$ cat config.mk
export PLATFORM = sky130hd
export DESIGN_NAME = multichannel_button_debounce_to_notes
export DESIGN_NICKNAME = d
export VERILOG_FILES = /design/src/design/mbdn_pkg.sv /design/src/design/mbdn_cfg.sv /design/src/design/mbdn_chan.sv /design/src/design/multichannel_button_debounce_to_notes.sv
export VERILOG_INCLUDE_DIRS = /design/src /design/src/design
export SDC_FILE = /design/constraint.sdc
export NUM_CORES = 1
export LEC_CHECK = 0
export ABC_AREA = 1
export BUFFER_PORTS_ARGS = -buffer_cell sky130_fd_sc_hd__buf_4
export CAP_MARGIN = 20
export CORE_UTILIZATION = 40
export CTS_CLUSTER_SIZE = 20
export DETAILED_ROUTE_END_ITERATION = 10
export HOLD_SLACK_MARGIN = 0.03
export PLACE_DENSITY = 0.64
export SLEW_MARGIN = 20
export SYNTH_ARGS = -nofsm -noshare
export SYNTH_HDL_FRONTEND = slang
export SYNTH_SLANG_ARGS = --single-unit
$ cat constraint.sdc
create_clock -name clk -period 6.1 [get_ports clk]
set_clock_uncertainty 0.05 [all_clocks]
set_input_delay 1.22 -clock clk [delete_from_list [all_inputs] [get_ports clk]]
set_output_delay 1.22 -clock clk [all_outputs]
set_load 0.03 [all_outputs]
$ cat src/design/multichannel_button_debounce_to_notes_assert.svh
// ----------------------------------------------------------------------------
// Assertion macros for the button debounce block
// Shared property forms, clocked on clk and disabled during reset.
// ----------------------------------------------------------------------------
`ifndef MULTICHANNEL_BUTTON_DEBOUNCE_TO_NOTES_ASSERT_SVH
`define MULTICHANNEL_BUTTON_DEBOUNCE_TO_NOTES_ASSERT_SVH

// Same-cycle implication
`define MBDN_ASSERT_NOW(label, ante, cons) \
  label: assert property (@(posedge clk) disable iff (!rst_n) (ante) |-> (cons)) \
    else $error("mbdn same-cycle check failed");

// Next-cycle implication
`define MBDN_ASSERT_NEXT(label, ante, cons) \
  label: assert property (@(posedge clk) disable iff (!rst_n) (ante) |=> (cons)) \
    else $error("mbdn next-cycle check failed");

`endif

$ cat src/design/mbdn_pkg.sv
// ----------------------------------------------------------------------------
// mbdn_pkg
// Types, register codes and reset values for the button debounce block.
// ----------------------------------------------------------------------------
`timescale 1ns / 1ps

package mbdn_pkg;

  localparam int MAX_CHANNELS_DEF = 16;

  localparam int CFG_IDX_W  = 4;
  localparam int CFG_DATA_W = 16;

  // Register indexes on the configuration port
  typedef enum logic [CFG_IDX_W-1:0] {
    REG_DEBOUNCE_MS     = 4'd0,
    REG_BASE_NOTE       = 4'd1,
    REG_MIDI_CHANNEL    = 4'd2,
    REG_ACTIVE_CHANNELS = 4'd3
  } cfg_reg_e;

  localparam logic [15:0] DEBOUNCE_RST = 16'd50;
  localparam logic [6:0]  BASE_NOTE_RST = 7'd36;
  localparam logic [3:0]  MIDI_CHANNEL_RST = 4'd0;
  localparam logic [4:0]  ACTIVE_RST = 5'd16;

  localparam logic [6:0] VEL_PRESS   = 7'd127;
  localparam logic [6:0] VEL_RELEASE = 7'd0;
  localparam logic       LEVEL_LOW   = 1'b0;

  typedef struct packed {
    logic [15:0] debounce_ms;
    logic [6:0]  base_note;
    logic [3:0]  midi_channel;
    logic [4:0]  active_channels;
  } cfg_t;

  // Decision for the word in the input register
  typedef struct packed {
    logic       fire;
    logic [7:0] note;
    logic [6:0] velocity;
  } dec_t;

endpackage

$ cat src/design/mbdn_cfg.sv
// ----------------------------------------------------------------------------
// mbdn_cfg
// Configuration register file, written one register per handshake.
// ----------------------------------------------------------------------------
`timescale 1ns / 1ps

module mbdn_cfg (
  input  logic                          clk,
  input  logic                          rst_n,
  input  logic                          cfg_valid,
  output logic                          cfg_ready,
  input  logic [mbdn_pkg::CFG_IDX_W-1:0]  cfg_index,
  input  logic [mbdn_pkg::CFG_DATA_W-1:0] cfg_data,
  output mbdn_pkg::cfg_t                cfg
);
  import mbdn_pkg::*;

  cfg_t cfg_r;
  cfg_t cfg_nxt;

  assign cfg_ready = 1'b1;
  assign cfg       = cfg_r;

  // Decode the write; unknown indexes change nothing
  always_comb begin
    cfg_nxt = cfg_r;
    if (cfg_valid) begin
      unique case (cfg_reg_e'(cfg_index))
        REG_DEBOUNCE_MS:     cfg_nxt.debounce_ms     = cfg_data;
        REG_BASE_NOTE:       cfg_nxt.base_note       = cfg_data[6:0];
        REG_MIDI_CHANNEL:    cfg_nxt.midi_channel    = cfg_data[3:0];
        REG_ACTIVE_CHANNELS: cfg_nxt.active_channels = cfg_data[4:0];
        default:             cfg_nxt = cfg_r;
      endcase
    end
  end

  always_ff @(posedge clk) begin
    if (!rst_n) begin
      cfg_r.debounce_ms     <= DEBOUNCE_RST;
      cfg_r.base_note       <= BASE_NOTE_RST;
      cfg_r.midi_channel    <= MIDI_CHANNEL_RST;
      cfg_r.active_channels <= ACTIVE_RST;
    end else begin
      cfg_r <= cfg_nxt;
    end
  end

endmodule

$ cat src/design/mbdn_chan.sv
// ----------------------------------------------------------------------------
// mbdn_chan
// Per-channel level and change-time registers with the debounce decision.
// ----------------------------------------------------------------------------
`timescale 1ns / 1ps

module mbdn_chan #(
  parameter int MAX_CHANNELS = mbdn_pkg::MAX_CHANNELS_DEF
) (
  input  logic           clk,
  input  logic           rst_n,
  input  mbdn_pkg::cfg_t cfg,
  input  logic           s1_valid,
  input  logic [3:0]     s1_chan_index,
  input  logic           s1_level,
  input  logic [31:0]    s1_now_ms,
  input  logic           advance,
  output mbdn_pkg::dec_t dec
);
  import mbdn_pkg::*;

  localparam int IDX_W = (MAX_CHANNELS > 1) ? $clog2(MAX_CHANNELS) : 1;
  localparam logic [4:0] MAX_CH = 5'(MAX_CHANNELS);

  logic [MAX_CHANNELS-1:0] level_r;
  logic [31:0]             change_r [MAX_CHANNELS];

  logic [4:0]       limit;
  logic             in_range;
  logic [IDX_W-1:0] idx;
  logic [31:0]      elapsed;
  logic             fire;

  // Clamp the channel count and drop out-of-range samples
  assign limit    = (cfg.active_channels > MAX_CH) ? MAX_CH : cfg.active_channels;
  assign in_range = ({1'b0, s1_chan_index} < limit);
  assign idx      = IDX_W'(s1_chan_index);

  // Elapsed time wraps modulo 2^32
  assign elapsed = s1_now_ms - change_r[idx];
  assign fire    = s1_valid && in_range && (elapsed > {16'd0, cfg.debounce_ms}) &&
                   (level_r[idx] != s1_level);

  assign dec.fire     = fire;
  assign dec.note     = {1'b0, cfg.base_note} + {4'd0, s1_chan_index};
  assign dec.velocity = (s1_level == LEVEL_LOW) ? VEL_PRESS : VEL_RELEASE;

  // Store the new level and time on an accepted change
  always_ff @(posedge clk) begin
    if (!rst_n) begin
      level_r <= '0;
      for (int k = 0; k < MAX_CHANNELS; k++) begin
        change_r[k] <= 32'd0;
      end
    end else if (advance && fire) begin
      level_r[idx]  <= s1_level;
      change_r[idx] <= s1_now_ms;
    end
  end

endmodule

$ cat src/design/multichannel_button_debounce_to_notes.sv
// ----------------------------------------------------------------------------
// multichannel_button_debounce_to_notes
// Debounces sampled button levels per channel and emits note events.
// ----------------------------------------------------------------------------
//  channel | direction | handshake          | payload
//  in      | input     | in_valid/in_stall  | in_chan_index, in_level, in_now_ms
//  out     | output    | out_valid/out_stall| out_note, out_velocity, out_out_channel
//  cfg     | input     | cfg_valid/cfg_ready| cfg_index, cfg_data
//
//  One word per cycle unless the result stalls; a word is taken into the input
//  register, then its decision is loaded into the result register.
//  The channel register file is read and updated in the same cycle, so
//  consecutive words on one channel see each other's updates.
//  Reset is synchronous; state is cleared at once, no clearing pass.
//  A stalled result holds the input register, which stalls the input.
// ----------------------------------------------------------------------------
`timescale 1ns / 1ps

module multichannel_button_debounce_to_notes #(
  parameter int MAX_CHANNELS = mbdn_pkg::MAX_CHANNELS_DEF
) (
  input  logic                            clk,
  input  logic                            rst_n,
  input  logic                            in_valid,
  output logic                            in_stall,
  input  logic [3:0]                      in_chan_index,
  input  logic                            in_level,
  input  logic [31:0]                     in_now_ms,
  output logic                            out_valid,
  input  logic                            out_stall,
  output logic [7:0]                      out_note,
  output logic [6:0]                      out_velocity,
  output logic [3:0]                      out_out_channel,
  input  logic                            cfg_valid,
  output logic                            cfg_ready,
  input  logic [mbdn_pkg::CFG_IDX_W-1:0]  cfg_index,
  input  logic [mbdn_pkg::CFG_DATA_W-1:0] cfg_data
);
  import mbdn_pkg::*;

  `include "multichannel_button_debounce_to_notes_assert.svh"

  cfg_t cfg;
  dec_t dec;

  logic        s1_valid_r;
  logic [3:0]  s1_chan_index_r;
  logic        s1_level_r;
  logic [31:0] s1_now_ms_r;

  logic       out_valid_r;
  logic [7:0] out_note_r;
  logic [6:0] out_velocity_r;
  logic [3:0] out_channel_r;

  logic out_free;
  logic advance;
  logic in_take;

  mbdn_cfg u_cfg (
    .clk       (clk),
    .rst_n     (rst_n),
    .cfg_valid (cfg_valid),
    .cfg_ready (cfg_ready),
    .cfg_index (cfg_index),
    .cfg_data  (cfg_data),
    .cfg       (cfg)
  );

  mbdn_chan #(
    .MAX_CHANNELS (MAX_CHANNELS)
  ) u_chan (
    .clk           (clk),
    .rst_n         (rst_n),
    .cfg           (cfg),
    .s1_valid      (s1_valid_r),
    .s1_chan_index (s1_chan_index_r),
    .s1_level      (s1_level_r),
    .s1_now_ms     (s1_now_ms_r),
    .advance       (advance),
    .dec           (dec)
  );

  // Flow control: result slot free, input register drains into it
  assign out_free = !out_valid_r || !out_stall;
  assign advance  = s1_valid_r && out_free;
  assign in_stall = s1_valid_r && !out_free;
  assign in_take  = in_valid && !in_stall;

  // Input register
  always_ff @(posedge clk) begin
    if (!rst_n) begin
      s1_valid_r <= 1'b0;
    end else if (in_take) begin
      s1_valid_r <= 1'b1;
    end else if (advance) begin
      s1_valid_r <= 1'b0;
    end
  end

  always_ff @(posedge clk) begin
    if (in_take) begin
      s1_chan_index_r <= in_chan_index;
      s1_level_r      <= in_level;
      s1_now_ms_r     <= in_now_ms;
    end
  end

  // Result register: load on a fired word, drop when taken
  always_ff @(posedge clk) begin
    if (!rst_n) begin
      out_valid_r <= 1'b0;
    end else if (out_free) begin
      out_valid_r <= advance && dec.fire;
    end
  end

  always_ff @(posedge clk) begin
    if (advance && dec.fire) begin
      out_note_r     <= dec.note;
      out_velocity_r <= dec.velocity;
      out_channel_r  <= cfg.midi_channel;
    end
  end

  assign out_valid       = out_valid_r;
  assign out_note        = out_note_r;
  assign out_velocity    = out_velocity_r;
  assign out_out_channel = out_channel_r;

  `MBDN_ASSERT_NOW(a_stall_needs_word, in_stall, s1_valid_r)
  `MBDN_ASSERT_NEXT(a_fire_gives_result, advance && dec.fire,
                    out_valid_r && out_note_r == $past(dec.note))
  `MBDN_ASSERT_NEXT(a_no_fire_no_result, advance && !dec.fire, !out_valid_r)
  `MBDN_ASSERT_NOW(a_velocity_codes, out_valid_r,
                   out_velocity_r == VEL_PRESS || out_velocity_r == VEL_RELEASE)

endmodule

==> results.tsv, run 1 <==
stage	metric	value	unit
critical_path	critPathMaxFanout	52	
floorplan	row_count	99	
global_route	grt_max_degree	120	
critical_path	critical_path.startpoint_type	flip-flop	
synth	synthAdderAreaFrac	2.495	%
cts	clock_latency	0.64	ns
cts	hold_buffers	0	
drt	avgViaCountPerCell	5.523	
timing	finalCriticalPeriod	5.952	ns
critical_path	r2r-end	u_chan.change_r[11][31]	
power_and_ir_drop	p_comb_share	15.9	%
synth	synth_edf_count	562	
critical_path	slowest_stage	nand4_2	
timing	setup_slack	0.1484	ns
drt	wl_per_cell	21.21	um
synth	async_flop_share	0	%
synth	synth_seq_cells	616	
synth	synthMuxAreaShare	0	%
critical_path	rr_worst_depth	24	
power_and_ir_drop	p_total	10060	uW
placed_design	dp_slack	0.3525	ns
synth	yosysTopAreaCell	edfxtp_1	
critical_path	rrSetupSlack	0.15	ns
floorplan	start_util	40.56	%
critical_path	critical-path-max-stage-delay	0.75	ns
synth	synth_compound_area_share	10.51	%
synth	netlist_top_cells_area	edfxtp_1, nor2_1, o21ai_0	
outcome	status	finished, final reports clean	
critical_path	critPathBufInv	8	
worst_hold_path	min_path_type	reg -> reg	
timing	fmax	168.0	MHz
cells_and_area	fill_cells	6864	
timing	period_share	97.57	%
timing	slew_headroom	35.00	%
power_and_ir_drop	clkPwrFrac	36.2	%
power_and_ir_drop	p_switching	2806	uW
placed_design	hpwl	54090	um
cts	post_cts_resized	0	
timing	tightestPinTransition	0.9750	ns
cts	cts_tree	built	
synth	synth_cell_types	42	
worst_hold_path	whs_endpoint	out_out_channel[0]	
global_route	grt_pass1_wl	129300	um
global_route	grt_pass1_vias	21280	
floorplan	top_level_ports	84	
floorplan	core_area	0.07321	mm^2
placed_design	io_buffers	82	
cells_and_area	seq_area	0.01797	mm^2
placed_design	placed_cells	3947	
run	max_cap_viol_count	0	
power_and_ir_drop	pwr-share-seq	47.9	%
placed_design	gp_congestion	0.9525	
global_route	antenna_found_initial	0	
floorplan	die_h	274.4	um
synth	syn-num-nets	3158	
cts	clk_path_buf_depth	3	
floorplan	dieArea	0.07532	mm^2
timing	grt_setup_unrepaired	false	
cells_and_area	drive_gt1_share	10.96	%
synth	yosys_warnings	0	
synth	synth.top_cells.by_count	nor2_1, edfxtp_1, nand2_1	
cells_and_area	fin_util	45.37	%
timing	final-setup-viol-count	0	
cells_and_area	fin_nets	3171	
cts	numCtsBuffers	60	
global_route	grt_usage	22.56	%
drt	drcViolationCount	0	
drt	via_count	22430	
cells_and_area	area_growth	11.86	%
synth	synth_top_family_by_area	simple AND/OR/NAND/NOR gates	
synth	synth_top_cell_area_share	56.84	%
critical_path	cp_cell_sequence	inv_6, buf_4, buf_6, o21ai_0, o221ai_1, nand3_1, nand2_1, inv_1, ha_1, inv_1, nor3_1, inv_1, nor3_1, nand2_1, nand2_1, inv_1, nand2_1, nand2_1, nand2_1, nor2_1, nand3_2, buf_12, nand4_2, nor2_1	
timing	final_hold_viol_count	0	
power_and_ir_drop	ir_drop	234.1	uV
power_and_ir_drop	power_per_cell_area	302.9	mW/mm^2
cts	cts_sinks	616	
synth	syn_area	0.02969	mm^2
critical_path	critPathKind	reg -> reg	
critical_path	arrival	6.36	ns
cts	cts_setup_buffers	0	
synth	avgSynthCellArea	9.773	um^2
synth	synth-xor-area-share	0.5900	%
synth	synthFlopType	edfxtp_1	
power_and_ir_drop	p_int	7255	uW
synth	syn_inst	3038	
cells_and_area	instances_no_fill	4061	
cells_and_area	n_antenna_cell	0	
critical_path	cpLargestDelayFamily	simple AND/OR/NAND/NOR gates	
critical_path	worstSetupEndpointType	flip-flop	
cts	cts_root_buffer	clkbuf_16	
global_route	grt_overflow	0	
drt	ant_nets	0	
critical_path	cp_common_cell	nand2_1	
drt	totalWireLength	86130	um
worst_hold_path	holdPathStages	0	
critical_path	cp_data_required_time	6.51	ns
cells_and_area	multi_input_area	0.009843	mm^2
power_and_ir_drop	p_sw_share	27.89	%
worst_hold_path	min_from	u_cfg.cfg[5]	
drt	drtIter0Drc	2693	
timing	slew_viol_final	0	
cts	htree_levels	2	
synth	synth-seq-area-share	60.48	%
cts	path_clk_slew	0.06	ns
synth	synth_most_common_cell	nor2_1	
power_and_ir_drop	p_leak	0.01317	uW
floorplan	dieWidth	274.4	um
timing	setup_tns	0	ns
synth	synthSimpleGateAreaFrac	19.37	%
drt	first_pass_iters	7	
routing by layer:
layer  GRT usage, %  vias to the layer above  share of wire, %
li1               -                    10390                 -
met2          36.38                      941                46
met3          2.627                      154               7.3
met5              0                        -                 0
met4          8.026                        0               3.4
met1          31.31                    10950                43
registers in the layout, indices dropped and copies added (netlist names), named ones only:
name / flops
u_chan.change_r: 512
out_note: 8
out_valid: 1
s1_valid_r: 1
out_out_channel: 4
out_velocity: 1
u_chan.level_r: 16
s1_level_r: 1
s1_now_ms_r: 32
u_cfg.cfg: 32
s1_chan_index_r: 4
metrics by stage:
step	hold slack, ns	cell area (um^2)
after floorplan	0.3582	29690
after global placement	0.3624	31320
after detailed placement	0.3670	31320
after CTS	0.3817	33200
after global routing	0.3921	33210
final	0.3798	33210
logic make-up (layout without fill, tap and decap cells):
kind of cell,count (synthesis),in the layout
buf+inv,448,511
other cells,1,1
compound gates,525,525
fa+ha+maj,58,58
flops,616,616
xor+xnor,20,20
simple gates,1370,1371
power groups by stage:
stage | logic, uW | registers, uW | clock network (uW)
floorplan | 1030 | 4900 | 0
global placement | 1570 | 4910 | 0
global route | 1750 | 4840 | 3830
finish | 1600 | 4820 | 3640
detailed placement | 1570 | 4910 | 0
CTS | 1580 | 4820 | 3670
cell usage in the layout, fill, tap and decap left out, types with 11 or more instances in the layout:
cell       count
a21oi_1       58
buf_12        17
buf_4        144
clkbuf_1      20
clkbuf_16     61
clkinv_1      15
clkinv_2      11
dfxtp_1       50
edfxtp_1     562
ha_1          56
inv_1        224
nand2_1      339
nand2_2       20
nand3_1      107
nand3_2       11
nor2_1       806
nor2_2        36
o211ai_1      32
o21ai_0      298
o221ai_1      94
o22ai_1       30
xor2_1        18
worst max-delay path by stage:
| stage | cells past startpoint | end | startpoint | slack (ns) |
|---|---|---|---|---|
| after floorplan | 32 | u_chan.change_r[8][0] | flip-flop | 0.67 |
| after global placement | 24 | u_chan.level_r[8] | flip-flop | 0.34 |
| after detailed placement | 24 | u_chan.change_r[11][15] | flip-flop | 0.35 |
| after CTS | 24 | u_chan.change_r[9][17] | flip-flop | 0.34 |
| after global routing | 29 | u_chan.change_r[6][16] | flip-flop | 0.06 |
| final | 24 | u_chan.change_r[11][31] | flip-flop | 0.15 |
final cells by class:
cell class              instances  share of cell area [%]
multi-input cells            1975                   29.64
clock buffers                  85                   4.988
inverters                     236                   2.686
clock inverters                28                  0.6593
flip-flops and latches        616                   54.10
well taps                     959                   3.613
repair buffers                162                   4.313
worst reg2reg max path, stage by stage (launching register included):
cell,delay [ns]
dfxtp_4,0.38
inv_6,0.24
buf_4,0.35
buf_6,0.42
o21ai_0,0.17
o221ai_1,0.32
nand3_1,0.29
nand2_1,0.18
inv_1,0.09
ha_1,0.40
inv_1,0.13
nor3_1,0.26
inv_1,0.13
nor3_1,0.20
nand2_1,0.11
nand2_1,0.23
inv_1,0.07
nand2_1,0.07
nand2_1,0.12
nand2_1,0.09
nor2_1,0.05
nand3_2,0.08
buf_12,0.25
nand4_2,0.77
nor2_1,0.33
(Power assumes the default switching activity.)
==> run 2, diff against run 1 <==
SYNTH_HIERARCHICAL = 1   (was unset)
==> run 2 against run 1 <==
Effect of this change:
- via count increased by 3.9%
- sequential share of layout area decreased by 4.4 points
- combinational power decreased by 19%
- non-clock buffer count increased by 135
- setup slack got worse by 0.050 ns
- utilization increased by 2.3 points
- critical path depth increased by 11
- first-iteration DRC count decreased by 10%
==> results.tsv, run 2 <==
stage	metric	value	unit
critical_path	arrival	6.28	ns
cells_and_area	area_growth	17.97	%
global_route	grt_overflow	0	
cts	numCtsBuffers	66	
critical_path	critPathKind	reg -> reg	
worst_hold_path	min_path_type	reg -> reg	
cells_and_area	largest_reg_flops	512	
synth	async_flop_share	0	%
cells_and_area	fill_cells	6843	
cells_and_area	regMostFlops	u_chan/change_r	
synth	avgSynthCellArea	10.91	um^2
cells_and_area	final_common_cell	edfxtp_1	
synth	netlist_top_cells_area	edfxtp_1, nor3_2, a22oi_1	
timing	period_share	98.39	%
cells_and_area	fin_area	0.03630	mm^2
drt	avgViaCountPerCell	5.766	
timing	fmax	166.6	MHz
critical_path	cp_data_required_time	6.37	ns
drt	ant_nets	0	
synth	synth_seq_cells	618	
synth	yosys_warnings	6	
cts	cts_tree	built	
synth	synth_edf_count	568	
placed_design	dpl_cell_area	0.03364	mm^2
synth	yosysTopAreaCell	edfxtp_1	
cts	hold_buffers	0	
cts	cts_root_buffer	clkbuf_16	
drt	drcViolationCount	0	
synth	synth_top_cell_area_share	55.44	%
outcome	status	finished, final reports clean	
synth	syn_area	0.03077	mm^2
placed_design	hpwl	61860	um
critical_path	critical-path-max-stage-delay	0.37	ns
global_route	antenna_found_initial	0	
critical_path	critical_path.startpoint_type	flip-flop	
global_route	grt_max_degree	79	
floorplan	dieArea	0.07803	mm^2
cts	htree_levels	3	
floorplan	start_util	40.44	%
cts	clk_path_buf_depth	3	
timing	whs	0.3864	ns
drt	via_count	23300	
power_and_ir_drop	p_int	7587	uW
placed_design	gp_congestion	0.9824	
power_and_ir_drop	p_leak	0.01327	uW
critical_path	critPathMaxFanout	30	
placed_design	dp_slack	-0.05909	ns
timing	tightestPinTransition	0.9288	ns
synth	synthFlopType	edfxtp_1	
critical_path	cp_common_cell	nand2_1	
power_and_ir_drop	power_per_cell_area	281.5	mW/mm^2
cells_and_area	n_antenna_cell	0	
power_and_ir_drop	p_sw_share	25.75	%
drt	totalWireLength	99110	um
floorplan	top_level_ports	84	
synth	synth.top_cells.by_count	edfxtp_1, nand2_1, nor3_2	
floorplan	row_count	101	
synth	synth-seq-area-share	58.69	%
cts	cts_sinks	618	
cells_and_area	drive_gt1_share	24.48	%
power_and_ir_drop	pwr-share-seq	47.2	%
timing	grt_setup_unrepaired	true	
cts	path_clk_slew	0.06	ns
synth	synth_most_common_cell	edfxtp_1	
timing	slew_viol_final	0	
timing	final-setup-viol-count	0	
synth	syn-num-nets	2939	
timing	finalCriticalPeriod	6.002	ns
cells_and_area	fin_nets	3083	
power_and_ir_drop	clkPwrFrac	40.1	%
floorplan	core_area	0.07608	mm^2
power_and_ir_drop	ir_drop	175.6	uV
drt	drtIter0Drc	2424	
timing	setup_tns	0	ns
critical_path	worstSetupEndpointType	flip-flop	
placed_design	io_buffers	82	
global_route	grt_pass1_wl	142800	um
cells_and_area	final_cell_mix	edfxtp_1, nand2_1, nor3_2	
global_route	grt_usage	24.52	%
synth	syn_inst	2819	
drt	wl_per_cell	24.53	um
cts	clock_latency	0.61	ns
synth	synth_cell_types	44	
power_and_ir_drop	p_switching	2631	uW
timing	slew_headroom	38.08	%
critical_path	rr_worst_depth	35	
floorplan	die_h	279.3	um
global_route	grt_pass1_vias	23100	
worst_hold_path	holdPathStages	0	
cells_and_area	fin_util	47.71	%
power_and_ir_drop	p_comb_share	12.7	%
timing	setup_slack	0.09825	ns
timing	final_hold_viol_count	0	
floorplan	dieWidth	279.3	um
run	max_cap_viol_count	0	
drt	first_pass_iters	6	
critical_path	slowest_stage	ha_1	
[run 2: critical path, delay by kind of cell, from the launching register on]
kind	cells	cell delay, ns
xor gates and xnor gates	1	0.24
buffers and inverters	5	1.26
adders and majority gates	2	0.66
and+or+nand+nor	25	2.73
DFF	1	0.32
AOI/OAI and AO/OA	2	0.39
[run 2: logic make-up after synthesis]
logic type	Yosys count	synth area share, %
xor+xnor	19	0.5409
simple gates	1203	21.98
fa+ha+maj	58	2.407
buf+inv	486	7.088
compound gates	434	9.276
other cells	1	0.01219
flops	618	58.69
[run 2: area by class of cell]
cell class | instances | area, um^2 | share of cell area [%]
Clock inverter | 37 | 456.7 | 1.258
Tap cell | 1030 | 1289 | 3.551
Clock buffer | 79 | 1722 | 4.743
Inverter | 263 | 1016 | 2.799
Sequential cell | 618 | 18060 | 49.75
Multi-Input combinational cell | 1717 | 10690 | 29.46
Timing Repair Buffer | 297 | 3065 | 8.445
[run 2: final timing paths]
path                            slack (ns)          startpoint                      to
worst min register to register        0.39        u_cfg/cfg[5]      out_out_channel[0]
worst max register to register         0.1  s1_chan_index_r[1]  u_chan/change_r[8][30]
worst max-delay path                   0.1  s1_chan_index_r[1]  u_chan/change_r[8][30]
worst min-delay path                  0.39        u_cfg/cfg[5]      out_out_channel[0]
[run 2: power by group through the flow]
| stage | clock network [uW] | logic [uW] | registers, uW |
|---|---|---|---|
| after global routing | 4290 | 1400 | 4830 |
| after floorplan | 0 | 729 | 4880 |
| after detailed placement | 0 | 1250 | 4910 |
| after global placement | 0 | 1230 | 4900 |
| after CTS | 4140 | 1250 | 4820 |
| final | 4100 | 1300 | 4820 |
[run 2: stage by stage]
stage	total power, uW	instances
3_5_place_dp	6153	3902
6_report	10220	4041
4_1_cts	10210	4020
2_1_floorplan	5609	2819
5_1_grt	10510	4041
3_3_place_gp	6133	3902
[run 2: repair_timing]
item | CTS | global route
cloned | 0 | 9
resized for setup | 2 | 32
setup endpoints to repair | 142 | 1051
pin swaps | 0 | 3
buffers inserted | 2 | 12
[run 2: per-layer routing]
layer  GRT usage, %  vias to the layer above  wire [um]
met5              0                        -          0
met4          10.72                        0       3810
met3          4.637                      231       9439
met2          41.96                     1297      49130
met1          30.10                    11470      36740
li1               -                    10300          -
